==> src/rtl/afls_pkg.sv <==
// Package for the animation frame loop sequencer.
// Holds field widths, register and command codes, and the controller/datapath
// command and status types. It depends on nothing else.
package afls_pkg;

   // Field widths fixed by the interface.
   localparam int FRAME_INDEX_W = 14;
   localparam int ELAPSED_W     = 20;
   localparam int SECS_W        = 16;
   localparam int RATE_W        = 16;
   localparam int PRODUCT_W     = 32;
   localparam int FRAC_W        = 24;
   localparam int WHOLE_W       = PRODUCT_W + 1 - FRAC_W;
   localparam int CMD_W         = 2;
   localparam int START_W       = 14;
   localparam int LOOP_CFG_W    = 5;

   // Stream and register port widths.
   localparam int REQ_DATA_W    = 40;
   localparam int RSP_DATA_W    = 40;
   localparam int CSR_INDEX_W   = 3;
   localparam int CSR_DATA_W    = 16;

   // Register indexes.
   localparam logic [CSR_INDEX_W-1:0] CSR_START_FRAME   = 3'd0;
   localparam logic [CSR_INDEX_W-1:0] CSR_STOP_FRAME    = 3'd1;
   localparam logic [CSR_INDEX_W-1:0] CSR_LOOP_TOTAL    = 3'd2;
   localparam logic [CSR_INDEX_W-1:0] CSR_LOOP_FOREVER  = 3'd3;
   localparam logic [CSR_INDEX_W-1:0] CSR_PING_PONG     = 3'd4;
   localparam logic [CSR_INDEX_W-1:0] CSR_PLAY_REVERSE  = 3'd5;
   localparam logic [CSR_INDEX_W-1:0] CSR_FRAME_RATE    = 3'd6;

   // Input command codes.
   localparam logic [CMD_W-1:0] CMD_TICK   = 2'd0;
   localparam logic [CMD_W-1:0] CMD_REWIND = 2'd1;
   localparam logic [CMD_W-1:0] CMD_SEEK   = 2'd2;

   // Datapath operations issued by the controller.
   typedef enum logic [3:0] {
      OP_NONE,
      OP_LATCH,
      OP_FIRST,
      OP_SEEK,
      OP_MUL,
      OP_SUM,
      OP_REWIND,
      OP_LEN,
      OP_CLAMP,
      OP_START_MOD,
      OP_MOD_DONE,
      OP_START_DIV,
      OP_EVAL,
      OP_LOAD_OUT
   } dp_op_type;

   typedef struct packed {
      dp_op_type op;
   } dp_cmd_type;

   typedef struct packed {
      logic [CMD_W-1:0] cmd_code;
      logic             first_tick;
      logic             whole_zero;
      logic             finished;
      logic             over;
      logic             loop_forever;
      logic             div_done;
   } dp_status_type;

endpackage

==> src/rtl/afls_div.sv <==
// Serial restoring divider for the animation frame loop sequencer.
// Produces one quotient bit per cycle; uses no package items.
module afls_div #(
   parameter int DVD_W = 21,
   parameter int DVS_W = 21
) (
   input  logic             clock,
   input  logic             reset,
   input  logic             start,
   input  logic [DVD_W-1:0] dividend,
   input  logic [DVS_W-1:0] divisor,
   output logic             done,
   output logic [DVD_W-1:0] quotient,
   output logic [DVS_W-1:0] remainder
);

   localparam int CNT_BITS = $clog2(DVD_W);

   logic [DVS_W-1:0]    rem_ff, rem_in;
   logic [DVD_W-1:0]    quo_ff, quo_in;
   logic [DVS_W-1:0]    dvs_ff, dvs_in;
   logic [CNT_BITS-1:0] cnt_ff, cnt_in;
   logic                busy_ff, busy_in;
   logic                done_ff, done_in;
   logic [DVS_W:0]      trial;
   logic [DVS_W:0]      diff;
   logic                fits;

   always_comb begin
      trial  = {rem_ff, quo_ff[DVD_W-1]};
      diff   = trial - {1'b0, dvs_ff};
      fits   = trial >= {1'b0, dvs_ff};
      rem_in  = rem_ff;
      quo_in  = quo_ff;
      dvs_in  = dvs_ff;
      cnt_in  = cnt_ff;
      busy_in = busy_ff;
      done_in = 1'b0;
      if (start) begin
         rem_in  = '0;
         quo_in  = dividend;
         dvs_in  = divisor;
         cnt_in  = '0;
         busy_in = 1'b1;
      end else if (busy_ff) begin
         // The partial remainder stays below the divisor, so it fits DVS_W bits.
         rem_in = fits ? diff[DVS_W-1:0] : trial[DVS_W-1:0];
         quo_in = {quo_ff[DVD_W-2:0], fits};
         cnt_in = cnt_ff + CNT_BITS'(1);
         if (cnt_ff == CNT_BITS'(DVD_W - 1)) begin
            busy_in = 1'b0;
            done_in = 1'b1;
         end
      end
   end

   always_ff @(posedge clock) begin
      if (reset) begin
         busy_ff <= 1'b0;
         done_ff <= 1'b0;
         cnt_ff  <= '0;
      end else begin
         busy_ff <= busy_in;
         done_ff <= done_in;
         cnt_ff  <= cnt_in;
      end
   end

   always_ff @(posedge clock) begin
      rem_ff <= rem_in;
      quo_ff <= quo_in;
      dvs_ff <= dvs_in;
   end

   assign done      = done_ff;
   assign quotient  = quo_ff;
   assign remainder = rem_ff;

endmodule

==> src/rtl/afls_ctrl.sv <==
// Controller state machine of the animation frame loop sequencer.
// Sequences datapath operations and owns both handshakes; uses afls_pkg.
module afls_ctrl (
   input  logic                   clock,
   input  logic                   reset,
   input  logic                   req_tvalid,
   output logic                   req_tready,
   output logic                   rsp_tvalid,
   input  logic                   rsp_tready,
   output afls_pkg::dp_cmd_type    cmd,
   input  afls_pkg::dp_status_type status
);

   import afls_pkg::*;

   typedef enum logic [3:0] {
      S_IDLE,
      S_DECODE,
      S_MUL,
      S_SUM,
      S_LEN,
      S_CHECK,
      S_START_DIV,
      S_MOD_WAIT,
      S_DIV_WAIT,
      S_FINISH
   } state_type;

   state_type state_ff, state_in;
   logic      out_valid_ff, out_valid_in;

   always_comb begin
      state_in     = state_ff;
      cmd.op       = OP_NONE;
      out_valid_in = out_valid_ff & ~rsp_tready;
      unique case (state_ff)
         S_IDLE: begin
            if (req_tvalid) begin
               cmd.op   = OP_LATCH;
               state_in = S_DECODE;
            end
         end
         S_DECODE: begin
            unique case (status.cmd_code)
               CMD_TICK: begin
                  if (status.first_tick) begin
                     cmd.op   = OP_FIRST;
                     state_in = S_LEN;
                  end else begin
                     state_in = S_MUL;
                  end
               end
               CMD_REWIND: begin
                  cmd.op   = OP_REWIND;
                  state_in = S_FINISH;
               end
               CMD_SEEK: begin
                  cmd.op   = OP_SEEK;
                  state_in = S_LEN;
               end
               default: state_in = S_FINISH;
            endcase
         end
         S_MUL: begin
            cmd.op   = OP_MUL;
            state_in = S_SUM;
         end
         S_SUM: begin
            cmd.op   = OP_SUM;
            state_in = status.whole_zero ? S_FINISH : S_LEN;
         end
         S_LEN: begin
            // An ended sequence ignores every advance.
            if (status.finished) begin
               state_in = S_FINISH;
            end else begin
               cmd.op   = OP_LEN;
               state_in = S_CHECK;
            end
         end
         S_CHECK: begin
            if (status.over && status.loop_forever) begin
               cmd.op   = OP_START_MOD;
               state_in = S_MOD_WAIT;
            end else if (status.over) begin
               cmd.op   = OP_CLAMP;
               state_in = S_START_DIV;
            end else begin
               state_in = S_START_DIV;
            end
         end
         S_START_DIV: begin
            cmd.op   = OP_START_DIV;
            state_in = S_DIV_WAIT;
         end
         S_MOD_WAIT: begin
            if (status.div_done) begin
               cmd.op   = OP_MOD_DONE;
               state_in = S_START_DIV;
            end
         end
         S_DIV_WAIT: begin
            if (status.div_done) begin
               cmd.op   = OP_EVAL;
               state_in = S_FINISH;
            end
         end
         S_FINISH: begin
            if (!out_valid_ff || rsp_tready) begin
               cmd.op       = OP_LOAD_OUT;
               out_valid_in = 1'b1;
               state_in     = S_IDLE;
            end
         end
         default: state_in = S_IDLE;
      endcase
   end

   always_ff @(posedge clock) begin
      if (reset) begin
         state_ff     <= S_IDLE;
         out_valid_ff <= 1'b0;
      end else begin
         state_ff     <= state_in;
         out_valid_ff <= out_valid_in;
      end
   end

   assign req_tready = (state_ff == S_IDLE);
   assign rsp_tvalid = out_valid_ff;

endmodule

==> src/rtl/afls_dp.sv <==
// Datapath of the animation frame loop sequencer: configuration registers,
// playback state, rate multiplier and frame evaluation. Uses afls_pkg, afls_div.
module afls_dp #(
   parameter int FRAME_BITS = 14,
   parameter int MAX_LOOPS  = 16
) (
   input  logic                                 clock,
   input  logic                                 reset,
   input  logic                                 csr_we,
   input  logic [afls_pkg::CSR_INDEX_W-1:0]     csr_index,
   input  logic [afls_pkg::CSR_DATA_W-1:0]      csr_wdata,
   input  logic [afls_pkg::REQ_DATA_W-1:0]      req_tdata,
   input  logic [afls_pkg::CMD_W-1:0]           req_tuser,
   input  afls_pkg::dp_cmd_type                  cmd,
   output afls_pkg::dp_status_type               status,
   output logic [afls_pkg::RSP_DATA_W-1:0]      rsp_tdata
);

   import afls_pkg::*;

   localparam int SPAN_W  = FRAME_BITS + 1;
   localparam int LOOP_W  = $clog2(2 * MAX_LOOPS + 1);
   localparam int LEN_W   = SPAN_W + LOOP_W;
   localparam int SUM_W   = ELAPSED_W + 1;
   localparam int CMP_W   = (LEN_W > SUM_W) ? LEN_W : SUM_W;
   localparam int RSP_PAD = RSP_DATA_W - FRAME_INDEX_W - 2 - ELAPSED_W;

   // Configuration registers.
   logic [START_W-1:0]    start_ff, start_in;
   logic [START_W-1:0]    stop_ff, stop_in;
   logic [LOOP_CFG_W-1:0] loop_total_ff, loop_total_in;
   logic                  forever_ff, forever_in;
   logic                  ping_ff, ping_in;
   logic                  reverse_ff, reverse_in;
   logic [RATE_W-1:0]     rate_ff, rate_in;

   // Playback state.
   logic [FRAME_BITS-1:0] current_ff, current_in;
   logic [ELAPSED_W-1:0]  elapsed_ff, elapsed_in;
   logic [FRAC_W-1:0]     frac_ff, frac_in;
   logic                  finished_ff, finished_in;
   logic                  first_ff, first_in;

   // Per-word working registers.
   logic [CMD_W-1:0]      code_ff, code_in;
   logic [SECS_W-1:0]     secs_ff, secs_in;
   logic [ELAPSED_W-1:0]  seek_ff, seek_in;
   logic [PRODUCT_W-1:0]  product_ff, product_in;
   logic [CMP_W-1:0]      count_ff, count_in;
   logic [FRAME_BITS-1:0] lo_ff, lo_in;
   logic [FRAME_BITS-1:0] hi_ff, hi_in;
   logic [SPAN_W-1:0]     span_ff, span_in;
   logic [LEN_W-1:0]      length_ff, length_in;
   logic                  force_ff, force_in;
   logic                  upd_ff, upd_in;

   // Result word register.
   logic [FRAME_INDEX_W-1:0] out_frame_ff, out_frame_in;
   logic                     out_upd_ff, out_upd_in;
   logic                     out_ended_ff, out_ended_in;
   logic [ELAPSED_W-1:0]     out_elapsed_ff, out_elapsed_in;

   // Combinational helpers.
   logic [PRODUCT_W:0]    sum_w;
   logic [WHOLE_W-1:0]    whole;
   logic [FRAME_BITS-1:0] lo_c, hi_raw, hi_c;
   logic [SPAN_W-1:0]     span_c;
   logic [LOOP_W-1:0]     loops_base, loops_c;
   logic [LEN_W-1:0]      length_c;
   logic [FRAME_BITS-1:0] pos;
   logic                  rev;
   logic [FRAME_BITS-1:0] frame_c;

   // Divider connections.
   logic                  div_start;
   logic [LEN_W-1:0]      div_divisor;
   logic                  div_done;
   logic [CMP_W-1:0]      div_quo;
   logic [LEN_W-1:0]      div_rem;

   afls_div #(
      .DVD_W (CMP_W),
      .DVS_W (LEN_W)
   ) u_div (
      .clock     (clock),
      .reset     (reset),
      .start     (div_start),
      .dividend  (count_ff),
      .divisor   (div_divisor),
      .done      (div_done),
      .quotient  (div_quo),
      .remainder (div_rem)
   );

   assign div_start   = (cmd.op == OP_START_MOD) || (cmd.op == OP_START_DIV);
   assign div_divisor = (cmd.op == OP_START_MOD) ? length_ff : LEN_W'(span_ff);

   // Register writes.
   always_comb begin
      start_in      = start_ff;
      stop_in       = stop_ff;
      loop_total_in = loop_total_ff;
      forever_in    = forever_ff;
      ping_in       = ping_ff;
      reverse_in    = reverse_ff;
      rate_in       = rate_ff;
      if (csr_we) begin
         unique case (csr_index)
            CSR_START_FRAME:  start_in      = csr_wdata[START_W-1:0];
            CSR_STOP_FRAME:   stop_in       = csr_wdata[START_W-1:0];
            CSR_LOOP_TOTAL:   loop_total_in = csr_wdata[LOOP_CFG_W-1:0];
            CSR_LOOP_FOREVER: forever_in    = csr_wdata[0];
            CSR_PING_PONG:    ping_in       = csr_wdata[0];
            CSR_PLAY_REVERSE: reverse_in    = csr_wdata[0];
            CSR_FRAME_RATE:   rate_in       = csr_wdata[RATE_W-1:0];
            default: ;
         endcase
      end
   end

   // Range, loop length and frame helpers.
   always_comb begin
      sum_w  = {1'b0, product_ff} + (PRODUCT_W + 1)'(frac_ff);
      whole  = sum_w[PRODUCT_W:FRAC_W];
      lo_c   = FRAME_BITS'(start_ff);
      hi_raw = FRAME_BITS'(stop_ff);
      hi_c   = (hi_raw < lo_c) ? lo_c : hi_raw;
      span_c = SPAN_W'(hi_c) - SPAN_W'(lo_c) + SPAN_W'(1);
      if (loop_total_ff == '0) begin
         loops_base = LOOP_W'(1);
      end else if (int'(loop_total_ff) > MAX_LOOPS) begin
         loops_base = LOOP_W'(MAX_LOOPS);
      end else begin
         loops_base = LOOP_W'(loop_total_ff);
      end
      loops_c  = ping_ff ? (loops_base << 1) : loops_base;
      length_c = LEN_W'(span_c) * LEN_W'(loops_c);
      // In ping-pong mode odd passes run against the play direction.
      pos     = div_rem[FRAME_BITS-1:0];
      rev     = reverse_ff ^ (ping_ff & div_quo[0]);
      frame_c = rev ? (hi_ff - pos) : (lo_ff + pos);
   end

   // Operation decode.
   always_comb begin
      current_in     = current_ff;
      elapsed_in     = elapsed_ff;
      frac_in        = frac_ff;
      finished_in    = finished_ff;
      first_in       = first_ff;
      code_in        = code_ff;
      secs_in        = secs_ff;
      seek_in        = seek_ff;
      product_in     = product_ff;
      count_in       = count_ff;
      lo_in          = lo_ff;
      hi_in          = hi_ff;
      span_in        = span_ff;
      length_in      = length_ff;
      force_in       = force_ff;
      upd_in         = upd_ff;
      out_frame_in   = out_frame_ff;
      out_upd_in     = out_upd_ff;
      out_ended_in   = out_ended_ff;
      out_elapsed_in = out_elapsed_ff;
      unique case (cmd.op)
         OP_LATCH: begin
            code_in  = req_tuser;
            secs_in  = req_tdata[SECS_W-1:0];
            seek_in  = req_tdata[SECS_W+ELAPSED_W-1:SECS_W];
            upd_in   = 1'b0;
            force_in = 1'b0;
         end
         OP_FIRST: begin
            first_in = 1'b0;
            count_in = '0;
            force_in = 1'b1;
         end
         OP_SEEK: count_in = CMP_W'(seek_ff);
         OP_MUL: product_in = PRODUCT_W'(secs_ff) * PRODUCT_W'(rate_ff);
         OP_SUM: begin
            frac_in  = sum_w[FRAC_W-1:0];
            count_in = CMP_W'(elapsed_ff) + CMP_W'(whole);
         end
         OP_REWIND: begin
            current_in  = '0;
            elapsed_in  = '0;
            frac_in     = '0;
            finished_in = 1'b0;
            first_in    = 1'b1;
         end
         OP_LEN: begin
            lo_in     = lo_c;
            hi_in     = hi_c;
            span_in   = span_c;
            length_in = length_c;
         end
         OP_CLAMP: begin
            count_in    = CMP_W'(length_ff) - CMP_W'(1);
            finished_in = 1'b1;
         end
         OP_MOD_DONE: count_in = CMP_W'(div_rem);
         OP_EVAL: begin
            elapsed_in = count_ff[ELAPSED_W-1:0];
            if (force_ff || (frame_c != current_ff)) begin
               current_in = frame_c;
               upd_in     = 1'b1;
            end
         end
         OP_LOAD_OUT: begin
            out_frame_in   = FRAME_INDEX_W'(current_ff);
            out_upd_in     = upd_ff;
            out_ended_in   = finished_ff;
            out_elapsed_in = elapsed_ff;
         end
         OP_START_MOD, OP_START_DIV, OP_NONE: ;
         default: ;
      endcase
   end

   always_ff @(posedge clock) begin
      if (reset) begin
         start_ff      <= '0;
         stop_ff       <= '0;
         loop_total_ff <= LOOP_CFG_W'(1);
         forever_ff    <= 1'b0;
         ping_ff       <= 1'b0;
         reverse_ff    <= 1'b0;
         rate_ff       <= RATE_W'(7680);
         current_ff    <= '0;
         elapsed_ff    <= '0;
         frac_ff       <= '0;
         finished_ff   <= 1'b0;
         first_ff      <= 1'b1;
      end else begin
         start_ff      <= start_in;
         stop_ff       <= stop_in;
         loop_total_ff <= loop_total_in;
         forever_ff    <= forever_in;
         ping_ff       <= ping_in;
         reverse_ff    <= reverse_in;
         rate_ff       <= rate_in;
         current_ff    <= current_in;
         elapsed_ff    <= elapsed_in;
         frac_ff       <= frac_in;
         finished_ff   <= finished_in;
         first_ff      <= first_in;
      end
   end

   always_ff @(posedge clock) begin
      code_ff        <= code_in;
      secs_ff        <= secs_in;
      seek_ff        <= seek_in;
      product_ff     <= product_in;
      count_ff       <= count_in;
      lo_ff          <= lo_in;
      hi_ff          <= hi_in;
      span_ff        <= span_in;
      length_ff      <= length_in;
      force_ff       <= force_in;
      upd_ff         <= upd_in;
      out_frame_ff   <= out_frame_in;
      out_upd_ff     <= out_upd_in;
      out_ended_ff   <= out_ended_in;
      out_elapsed_ff <= out_elapsed_in;
   end

   assign status.cmd_code     = code_ff;
   assign status.first_tick   = first_ff;
   assign status.whole_zero   = (whole == '0);
   assign status.finished     = finished_ff;
   assign status.over         = (count_ff >= CMP_W'(length_ff));
   assign status.loop_forever = forever_ff;
   assign status.div_done     = div_done;

   assign rsp_tdata = {{RSP_PAD{1'b0}}, out_elapsed_ff, out_ended_ff, out_upd_ff, out_frame_ff};

endmodule

==> src/rtl/animation_frame_loop_sequencer.sv <==
// Top level of the animation frame loop sequencer.
// Joins the controller (afls_ctrl) and the datapath (afls_dp); uses afls_pkg.
//
// The block turns a stream of tick, rewind and seek words into frame indexes.
// A tick scales its elapsed time by frame_rate_q8, adds it to a 24-bit
// fraction accumulator and advances the elapsed frame count by the whole
// frames. The count wraps inside span times loops (doubled in ping-pong mode)
// or, for a finite sequence, clamps to the last frame and sets ended. The
// first tick after reset or rewind forces the first frame of the pass and
// ignores time. Each request word gives exactly one response word. Items are
// handled one at a time: a tick that reaches frame evaluation is latched,
// decoded, scaled, summed, checked against the loop length and divided by
// the span; a seek skips the scaling and the sum, and a wrap of an endless
// loop adds a second division by the loop length first. Rewind, unused
// codes, ticks worth no whole frame and words after the sequence ended skip
// the division. The shared serial divider retires one quotient bit per
// cycle. A finished response waits in an output register, so the next
// request word is accepted while the previous response is not yet taken.
// Registers are to be written through the csr port only while the block is
// idle; the block itself does not enforce this. They have no read-back.
module animation_frame_loop_sequencer #(
   parameter int FRAME_BITS = 14,
   parameter int MAX_LOOPS  = 16
) (
   input  logic                              clock,
   input  logic                              reset,
   // Register write port.
   input  logic                              csr_we,
   input  logic [afls_pkg::CSR_INDEX_W-1:0]  csr_index,
   input  logic [afls_pkg::CSR_DATA_W-1:0]   csr_wdata,
   // Request stream.
   input  logic                              req_tvalid,
   output logic                              req_tready,
   // tick_seconds [15:0], seek_count [35:16], zeros [39:36]
   input  logic [afls_pkg::REQ_DATA_W-1:0]   req_tdata,
   // command [1:0]
   input  logic [afls_pkg::CMD_W-1:0]        req_tuser,
   // Response stream.
   output logic                              rsp_tvalid,
   input  logic                              rsp_tready,
   // frame number [13:0], frame_update [14], ended [15], elapsed_count [35:16],
   // zeros [39:36]
   output logic [afls_pkg::RSP_DATA_W-1:0]   rsp_tdata
);

   import afls_pkg::*;

   dp_cmd_type    dp_cmd;
   dp_status_type dp_status;

   // The controller owns both handshakes and steps the datapath one operation
   // per cycle, pausing while the divider runs or the response register is not taken.
   afls_ctrl u_ctrl (
      .clock      (clock),
      .reset      (reset),
      .req_tvalid (req_tvalid),
      .req_tready (req_tready),
      .rsp_tvalid (rsp_tvalid),
      .rsp_tready (rsp_tready),
      .cmd        (dp_cmd),
      .status     (dp_status)
   );

   // The datapath holds the registers, the playback state, the result word
   // and the serial divider.
   afls_dp #(
      .FRAME_BITS (FRAME_BITS),
      .MAX_LOOPS  (MAX_LOOPS)
   ) u_dp (
      .clock     (clock),
      .reset     (reset),
      .csr_we    (csr_we),
      .csr_index (csr_index),
      .csr_wdata (csr_wdata),
      .req_tdata (req_tdata),
      .req_tuser (req_tuser),
      .cmd       (dp_cmd),
      .status    (dp_status),
      .rsp_tdata (rsp_tdata)
   );

endmodule

==> config.mk <==
export PLATFORM = sky130hd
export DESIGN_NAME = animation_frame_loop_sequencer
export DESIGN_NICKNAME = d
export VERILOG_FILES = /design/src/rtl/afls_pkg.sv /design/src/rtl/afls_div.sv /design/src/rtl/afls_ctrl.sv /design/src/rtl/afls_dp.sv /design/src/rtl/animation_frame_loop_sequencer.sv
export SDC_FILE = /design/constraint.sdc
export NUM_CORES = 2
export LEC_CHECK = 0
export BUFFER_PORTS_ARGS = -buffer_cell sky130_fd_sc_hd__buf_4
export CAP_MARGIN = 30
export CORE_ASPECT_RATIO = 0.5
export CORE_MARGIN = 5
export CORE_UTILIZATION = 35
export CTS_CLUSTER_DIAMETER = 150
export DETAILED_ROUTE_END_ITERATION = 8
export PLACE_DENSITY = 0.63
export SLEW_MARGIN = 20
export SYNTH_ARGS = -nofsm -noshare
export SYNTH_HDL_FRONTEND = slang
export SYNTH_SLANG_ARGS = --single-unit
==> constraint.sdc <==
create_clock -name clock -period 8.65 [get_ports clock]
set_input_delay 0.4325 -clock clock [delete_from_list [all_inputs] [get_ports clock]]
set_output_delay 0.4325 -clock clock [all_outputs]
set_load 0.02 [all_outputs]
; ---- After elaboration in Yosys (flattened, before gate mapping)
; Cells that the tools add are included.
[classes]
add_sub_neg = 9
mul = 2
n_lt_le_gt_ge = 4
n_eq_ne = 37
mux = 45
bitwise = 5
reduce_logical = 30
[ops]
columns = operator, n
row1 = case mux 21 bit (5 select lines), 1
row2 = case mux 4 bit (10 select lines), 2
row3 = 2-to-1 mux 21 bit, 3
row4 = case mux 24 bit (2 select lines), 1
row5 = 2-to-1 mux 4 bit, 11
row6 = 2-to-1 mux 14 bit, 3
row7 = case mux 20 bit (2 select lines), 1
row8 = adder 32 x 24 -> 33 bit, 1
row9 = == test 4 x 3 -> 1 bit (second input constant), 8
row10 = == test 4 bit (second input constant), 8
row11 = multiplier 16 x 16 -> 32 bit, 1
row12 = case mux 14 bit (2 select lines), 1
row13 = greater-or-equal comparator 22 x 21 -> 1 bit, 1
row14 = adder 20 x 9 -> 21 bit, 1
row15 = greater-or-equal comparator 21 bit, 1
row16 = multiplier 15 x 6 -> 21 bit, 1
row17 = subtractor 21 x 1 -> 21 bit (second input constant), 1
row18 = subtractor 21 bit, 1
row19 = AND reduction 2 bit, 9
row20 = == test 4 x 2 -> 1 bit (second input constant), 4
row21 = adder 15 x 1 -> 15 bit (second input constant), 1
row22 = 2-to-1 mux 15 bit, 1
row23 = subtractor 14 x 14 -> 15 bit, 1
row24 = adder 14 bit, 1
row25 = 38 further kinds, 68
[word_totals]
register_bits = 380
output_inout_bits = 42
word_cells = 168

; ---- Depth between registers and ports, before layout
[depth]
depth_word = 7
ltp_mapped = 42
depth_no_buf = 41

; ---- Cells and area by module
; From an unflattened synthesis, not the netlist that was laid out.
[hier_totals]
hier_cells = 3312
area_unflattened_um2 = 31657.9
[modules_own_cells]
columns = mod, instances, cells_each, area_each_um2, seq_area_each_um2
row1 = afls_dp, 1, 2873, 27299.9, 8037.7
row2 = afls_div, 1, 359, 3786.1, 1821.7
row3 = afls_ctrl, 1, 80, 571.8, 100.1

; ---- Worst setup path after synthesis
; Ideal clock, no wire load.
[synth_timing]
path_kind = reg-to-reg
from = reg u_dp.start_ff[1], in the netlist u_dp.lo_c[1]
to = reg u_dp.length_ff[20] (data pin)
setup_ns = 0.274
arrival_time_ns = 8.087
setup_slack_ns = 0.290
stages_incl_launch_ff = 39
path_buffers = 1
period_less_slack_ns = 8.360
path_cell_list = dfxtp_1 -> inv_1 -> ha_1 -> a21o_1 -> a21o_1 -> a21o_1 -> a21o_1 -> a21oi_1 -> o211ai_1 -> a31o_2 -> a21oi_1 -> buf_2 -> mux2_2 -> ha_1 -> ha_1 -> nor2b_1 -> o21ai_0 -> a21boi_0 -> [3 not listed] -> a21o_1 -> nand2b_1 -> xnor2_1 -> nor2_1 -> fa_1 -> inv_1 -> fa_1 -> fa_1 -> inv_1 -> ha_1 -> and3_1 -> a31oi_1 -> nand2b_1 -> a31oi_1 -> nor2b_1 -> o21a_1 -> o41ai_1 -> xor2_1
[synth_between]
elab_chain_cells = 5
[synth_lines]
columns = element, line
row1 = start: declaration, afls_dp.sv:29  ; logic [START_W-1:0] start_ff, start_in;
row2 = start signal: assignment, afls_dp.sv:236  ; start_ff <= start_in;
row3 = less-than comparator 14 bit, afls_dp.sv:127  ; hi_c = (hi_raw < lo_c) ? lo_c : hi_raw;
row4 = 2-to-1 mux 14 bit, afls_dp.sv:127
row5 = net u_dp.hi_c[3], afls_dp.sv:66  ; logic [FRAME_BITS-1:0] lo_c, hi_raw, hi_c;
row6 = subtractor 14 x 14 -> 15 bit, afls_dp.sv:128  ; span_c = SPAN_W'(hi_c) - SPAN_W'(lo_c) + SPAN_W'(1);
row7 = adder 15 x 1 -> 15 bit, afls_dp.sv:128
row8 = multiplier 15 x 6 -> 21 bit, afls_dp.sv:137  ; length_c = LEN_W'(span_c) * LEN_W'(loops_c);
row9 = net u_dp.length_c[20], afls_dp.sv:69  ; logic [LEN_W-1:0] length_c;
row10 = end signal: assignment, afls_dp.sv:260  ; length_ff <= length_in;
row11 = end: declaration, afls_dp.sv:53  ; logic [LEN_W-1:0] length_ff, length_in;
; The timed path passes the listed nets, and every way through them passes these cells.
; A chain may end at the register's enable or synchronous reset.

; ---- Final worst setup path
; Same ends and word-level chain as after synthesis.

==> results.cfg <==
[status]
status = complete, no violations

[place]
numPortBuffers = 99
post-dp-hpwl_mm = 62.6
dp_cells = 4487
gp_congestion = 0.901

[logic_synthesis]
yosysMostFrequentCell = inv_1
synth_top_area_cell = edfxtp_1
synth_edf_count = 235
synthFlopType = edfxtp_1
ys_seq_area_frac = 0.317
ys_top_cells_by_count = inv_1, nand2_1, ha_1
synth_cells = 3287
synth_area_leaders = edfxtp_1, fa_1, ha_1
yosysUniqueCellTypes = 90
netlist.area_leader.share = 0.225
async_flop_share = 0
yosysWarnings = 0
syn-cell-area_um2 = 31400
ys_ff_latch = 380
avgSynthCellArea_um2 = 9.55

[cts]
clock_path_buffers = 3
cts_buffers = 41
cts-root-buf = clkbuf_16
cts_sinks = 380
clk_pin_slew_worst_paths_ns = 0.07
clk_latency_ns = 0.61
cts_tree = built
h-tree-depth = 2

[floorplan]
rows = 77
core_area_um2 = 88600
die_w_um = 433
io_pins = 108
dieArea_um2 = 96100
initial_core_util = 0.354
die_y_um = 222

[route]
ant_nets = 0
vias_per_cell = 5.18
drt_iter0_markers = 1670
via_count = 23800
totalWireLength_mm = 79.6
drc = 0
avgRoutedWirePerCell_um = 17.3
drtPass1Iterations = 5

[worst_setup_path]
cp.arrival_ns = 8.50
crit_path_start_kind = register
path_max_fanout = 5
path_class = register to register
end_kind = register
cp_slowest_cell = fa_1
max_stage_delay_ns = 0.53
cp_common_cell = a21o_1
worstPathRequired_ns = 9.00

[global_route]
grt_max_degree = 70
antenna_found_initial = 0
track_usage = 0.164
first_global_vias = 24200
grt_overflow = 0
grt_pass1_wl_mm = 128

[sta]
finalMaxSlewViolations = 0
final.setup.tns_ns = 0
min_period_ns = 8.15
max_freq_ghz = 0.123
worstMarginPinSlew_ns = 0.971
slew_headroom = 0.353
hold_violations = 0
finClkSkew_ns = 0.0633
post-route-period-util = 0.943
setup_violations = 0
rsz0062_at_grt = false

[layout]
final_cells = 4596
n_fill_cell = 8670
layout-drive-gt1-share = 0.0950
layout.nets = 3979
syn_to_final_growth_pct = 12.6
diodes = 0

[power_and_ir_drop]
switchingPower_w = 0.00737
ir_worst_vdd_mv = 0.569
pwr-share-comb = 0.662
clkPwrFrac = 0.120
p_seq_frac = 0.218
powerDensity_nw_per_um2 = 442
p_int_w = 0.00827
power_w = 0.0156
switching_share = 0.471
leakage_nw = 15.1

[worst_hold_path]
hp-class = input port to register

[job]
drv_cap = 0
## area by class of cell
| class | instances | area (µm²) | area share |
|---|---|---|---|
| inverter | 430 | 1610 | 0.0457 |
| clock inverter | 29 | 359 | 0.0102 |
| multi-input combinational | 2357 | 19500 | 0.552 |
| clock buffer | 47 | 1080 | 0.0305 |
| timing repair buffer | 168 | 1360 | 0.0384 |
| sequential | 380 | 9960 | 0.282 |
| tap | 1185 | 1480 | 0.0419 |
## power groups by stage
stage,Combinational [W],Sequential [W],Clock [W]
after floorplan,0.00801,0.00306,0
after global placement,0.0101,0.00345,0
after detailed placement,0.0104,0.00345,0
after CTS,0.0105,0.00341,0.00192
after global routing,0.0118,0.00345,0.00200
final,0.0104,0.00341,0.00187
## cells by family after synthesis
group	count (synthesis)	synth area share
DFF	380	0.317
buffers and inverters	553	0.0673
xor gates and xnor gates	160	0.0460
AOI/OAI and AO/OA	586	0.124
adders and majority gates	535	0.274
and+or+nand+nor	999	0.146
muxes	73	0.0257
other	1	0.000119
## worst max-delay path: cells and delay by family (launching register included)
family          cells  cell delay [ns]
compound gates     19             3.37
xor+xnor            2             0.28
simple gates        4             0.77
fa+ha+maj           7             2.55
mux                 1             0.35
buf+inv             4             0.32
flops               1             0.32
## timing repair
action                                  CTS  global route
hold endpoints to repair                 28             0
gates resized for setup                   0            23
hold buffers                             28             0
buffers inserted                          0             4
endpoints found under the setup margin    0             6
## metrics by stage
stage | utilization | cell area [µm²] | setup slack (ns) | hold WS [ns]
6_report | 0.399 | 35400 | 0.496 | 0.0492
5_1_grt | 0.399 | 35400 | 0.00224 | 0.0285
4_1_cts | 0.397 | 35200 | 0.0259 | 0.0228
3_5_place_dp | 0.378 | 33500 | -0.00471 | 0.421
3_3_place_gp | 0.377 | 33400 | 0.0466 | 0.421
2_1_floorplan | - | 31400 | 0.290 | 0.400
## registers in the layout (all words and copies together) (netlist names), 15 cells and up
name and cells:
u_dp.out_elapsed_ff 20, u_dp.rate_ff 16, u_dp.u_div.remainder 21, u_dp.secs_ff 16, u_dp.span_ff 15, u_dp.product_ff 32, u_dp.u_div.quotient 21, u_dp.seek_ff 20
u_dp.u_div.dvs_ff 21, u_dp.elapsed_ff 20, u_dp.frac_ff 24, u_dp.count_ff 21, u_dp.length_ff 21
## placed cells by master, fill, tap and decap left out, drive strengths merged, types with 51 or more instances in the layout
cell type / synthesis / final
inv: 428 / 433
nand2: 383 / 383
ha: 282 / 282
nor2: 263 / 263
fa: 253 / 253
edfxtp: 235 / 235
a21oi: 172 / 172
dfxtp: 145 / 145
buf: 15 / 140
xnor2: 108 / 108
o21ai: 105 / 105
and2: 100 / 100
a21o: 58 / 58
nor3: 57 / 57
mux2: 51 / 51
## final timing paths
kind | endpoint | from | slack [ns] | cells past startpoint
worst min register to register | u_dp.out_upd_ff | u_dp.upd_ff | 0.44 | 0
worst max register to register | u_dp.length_ff[20] | u_dp.lo_c[1] | 0.50 | 37
worst max-delay path | u_dp.length_ff[20] | u_dp.lo_c[1] | 0.50 | 37
worst min-delay path | u_dp.secs_ff[1] | req_tdata[1] | 0.05 | 1
## layer usage
layer	routed length, µm	part of all wire	GRT usage	up-vias
met1	35000	0.44	0.218	11800
met4	1910	0.024	0.0433	0
met2	39000	0.49	0.286	560
met5	0	0	0	-
met3	3740	0.047	0.0187	100
li1	-	-	-	11300
Power figures use the tool's default switching activity.
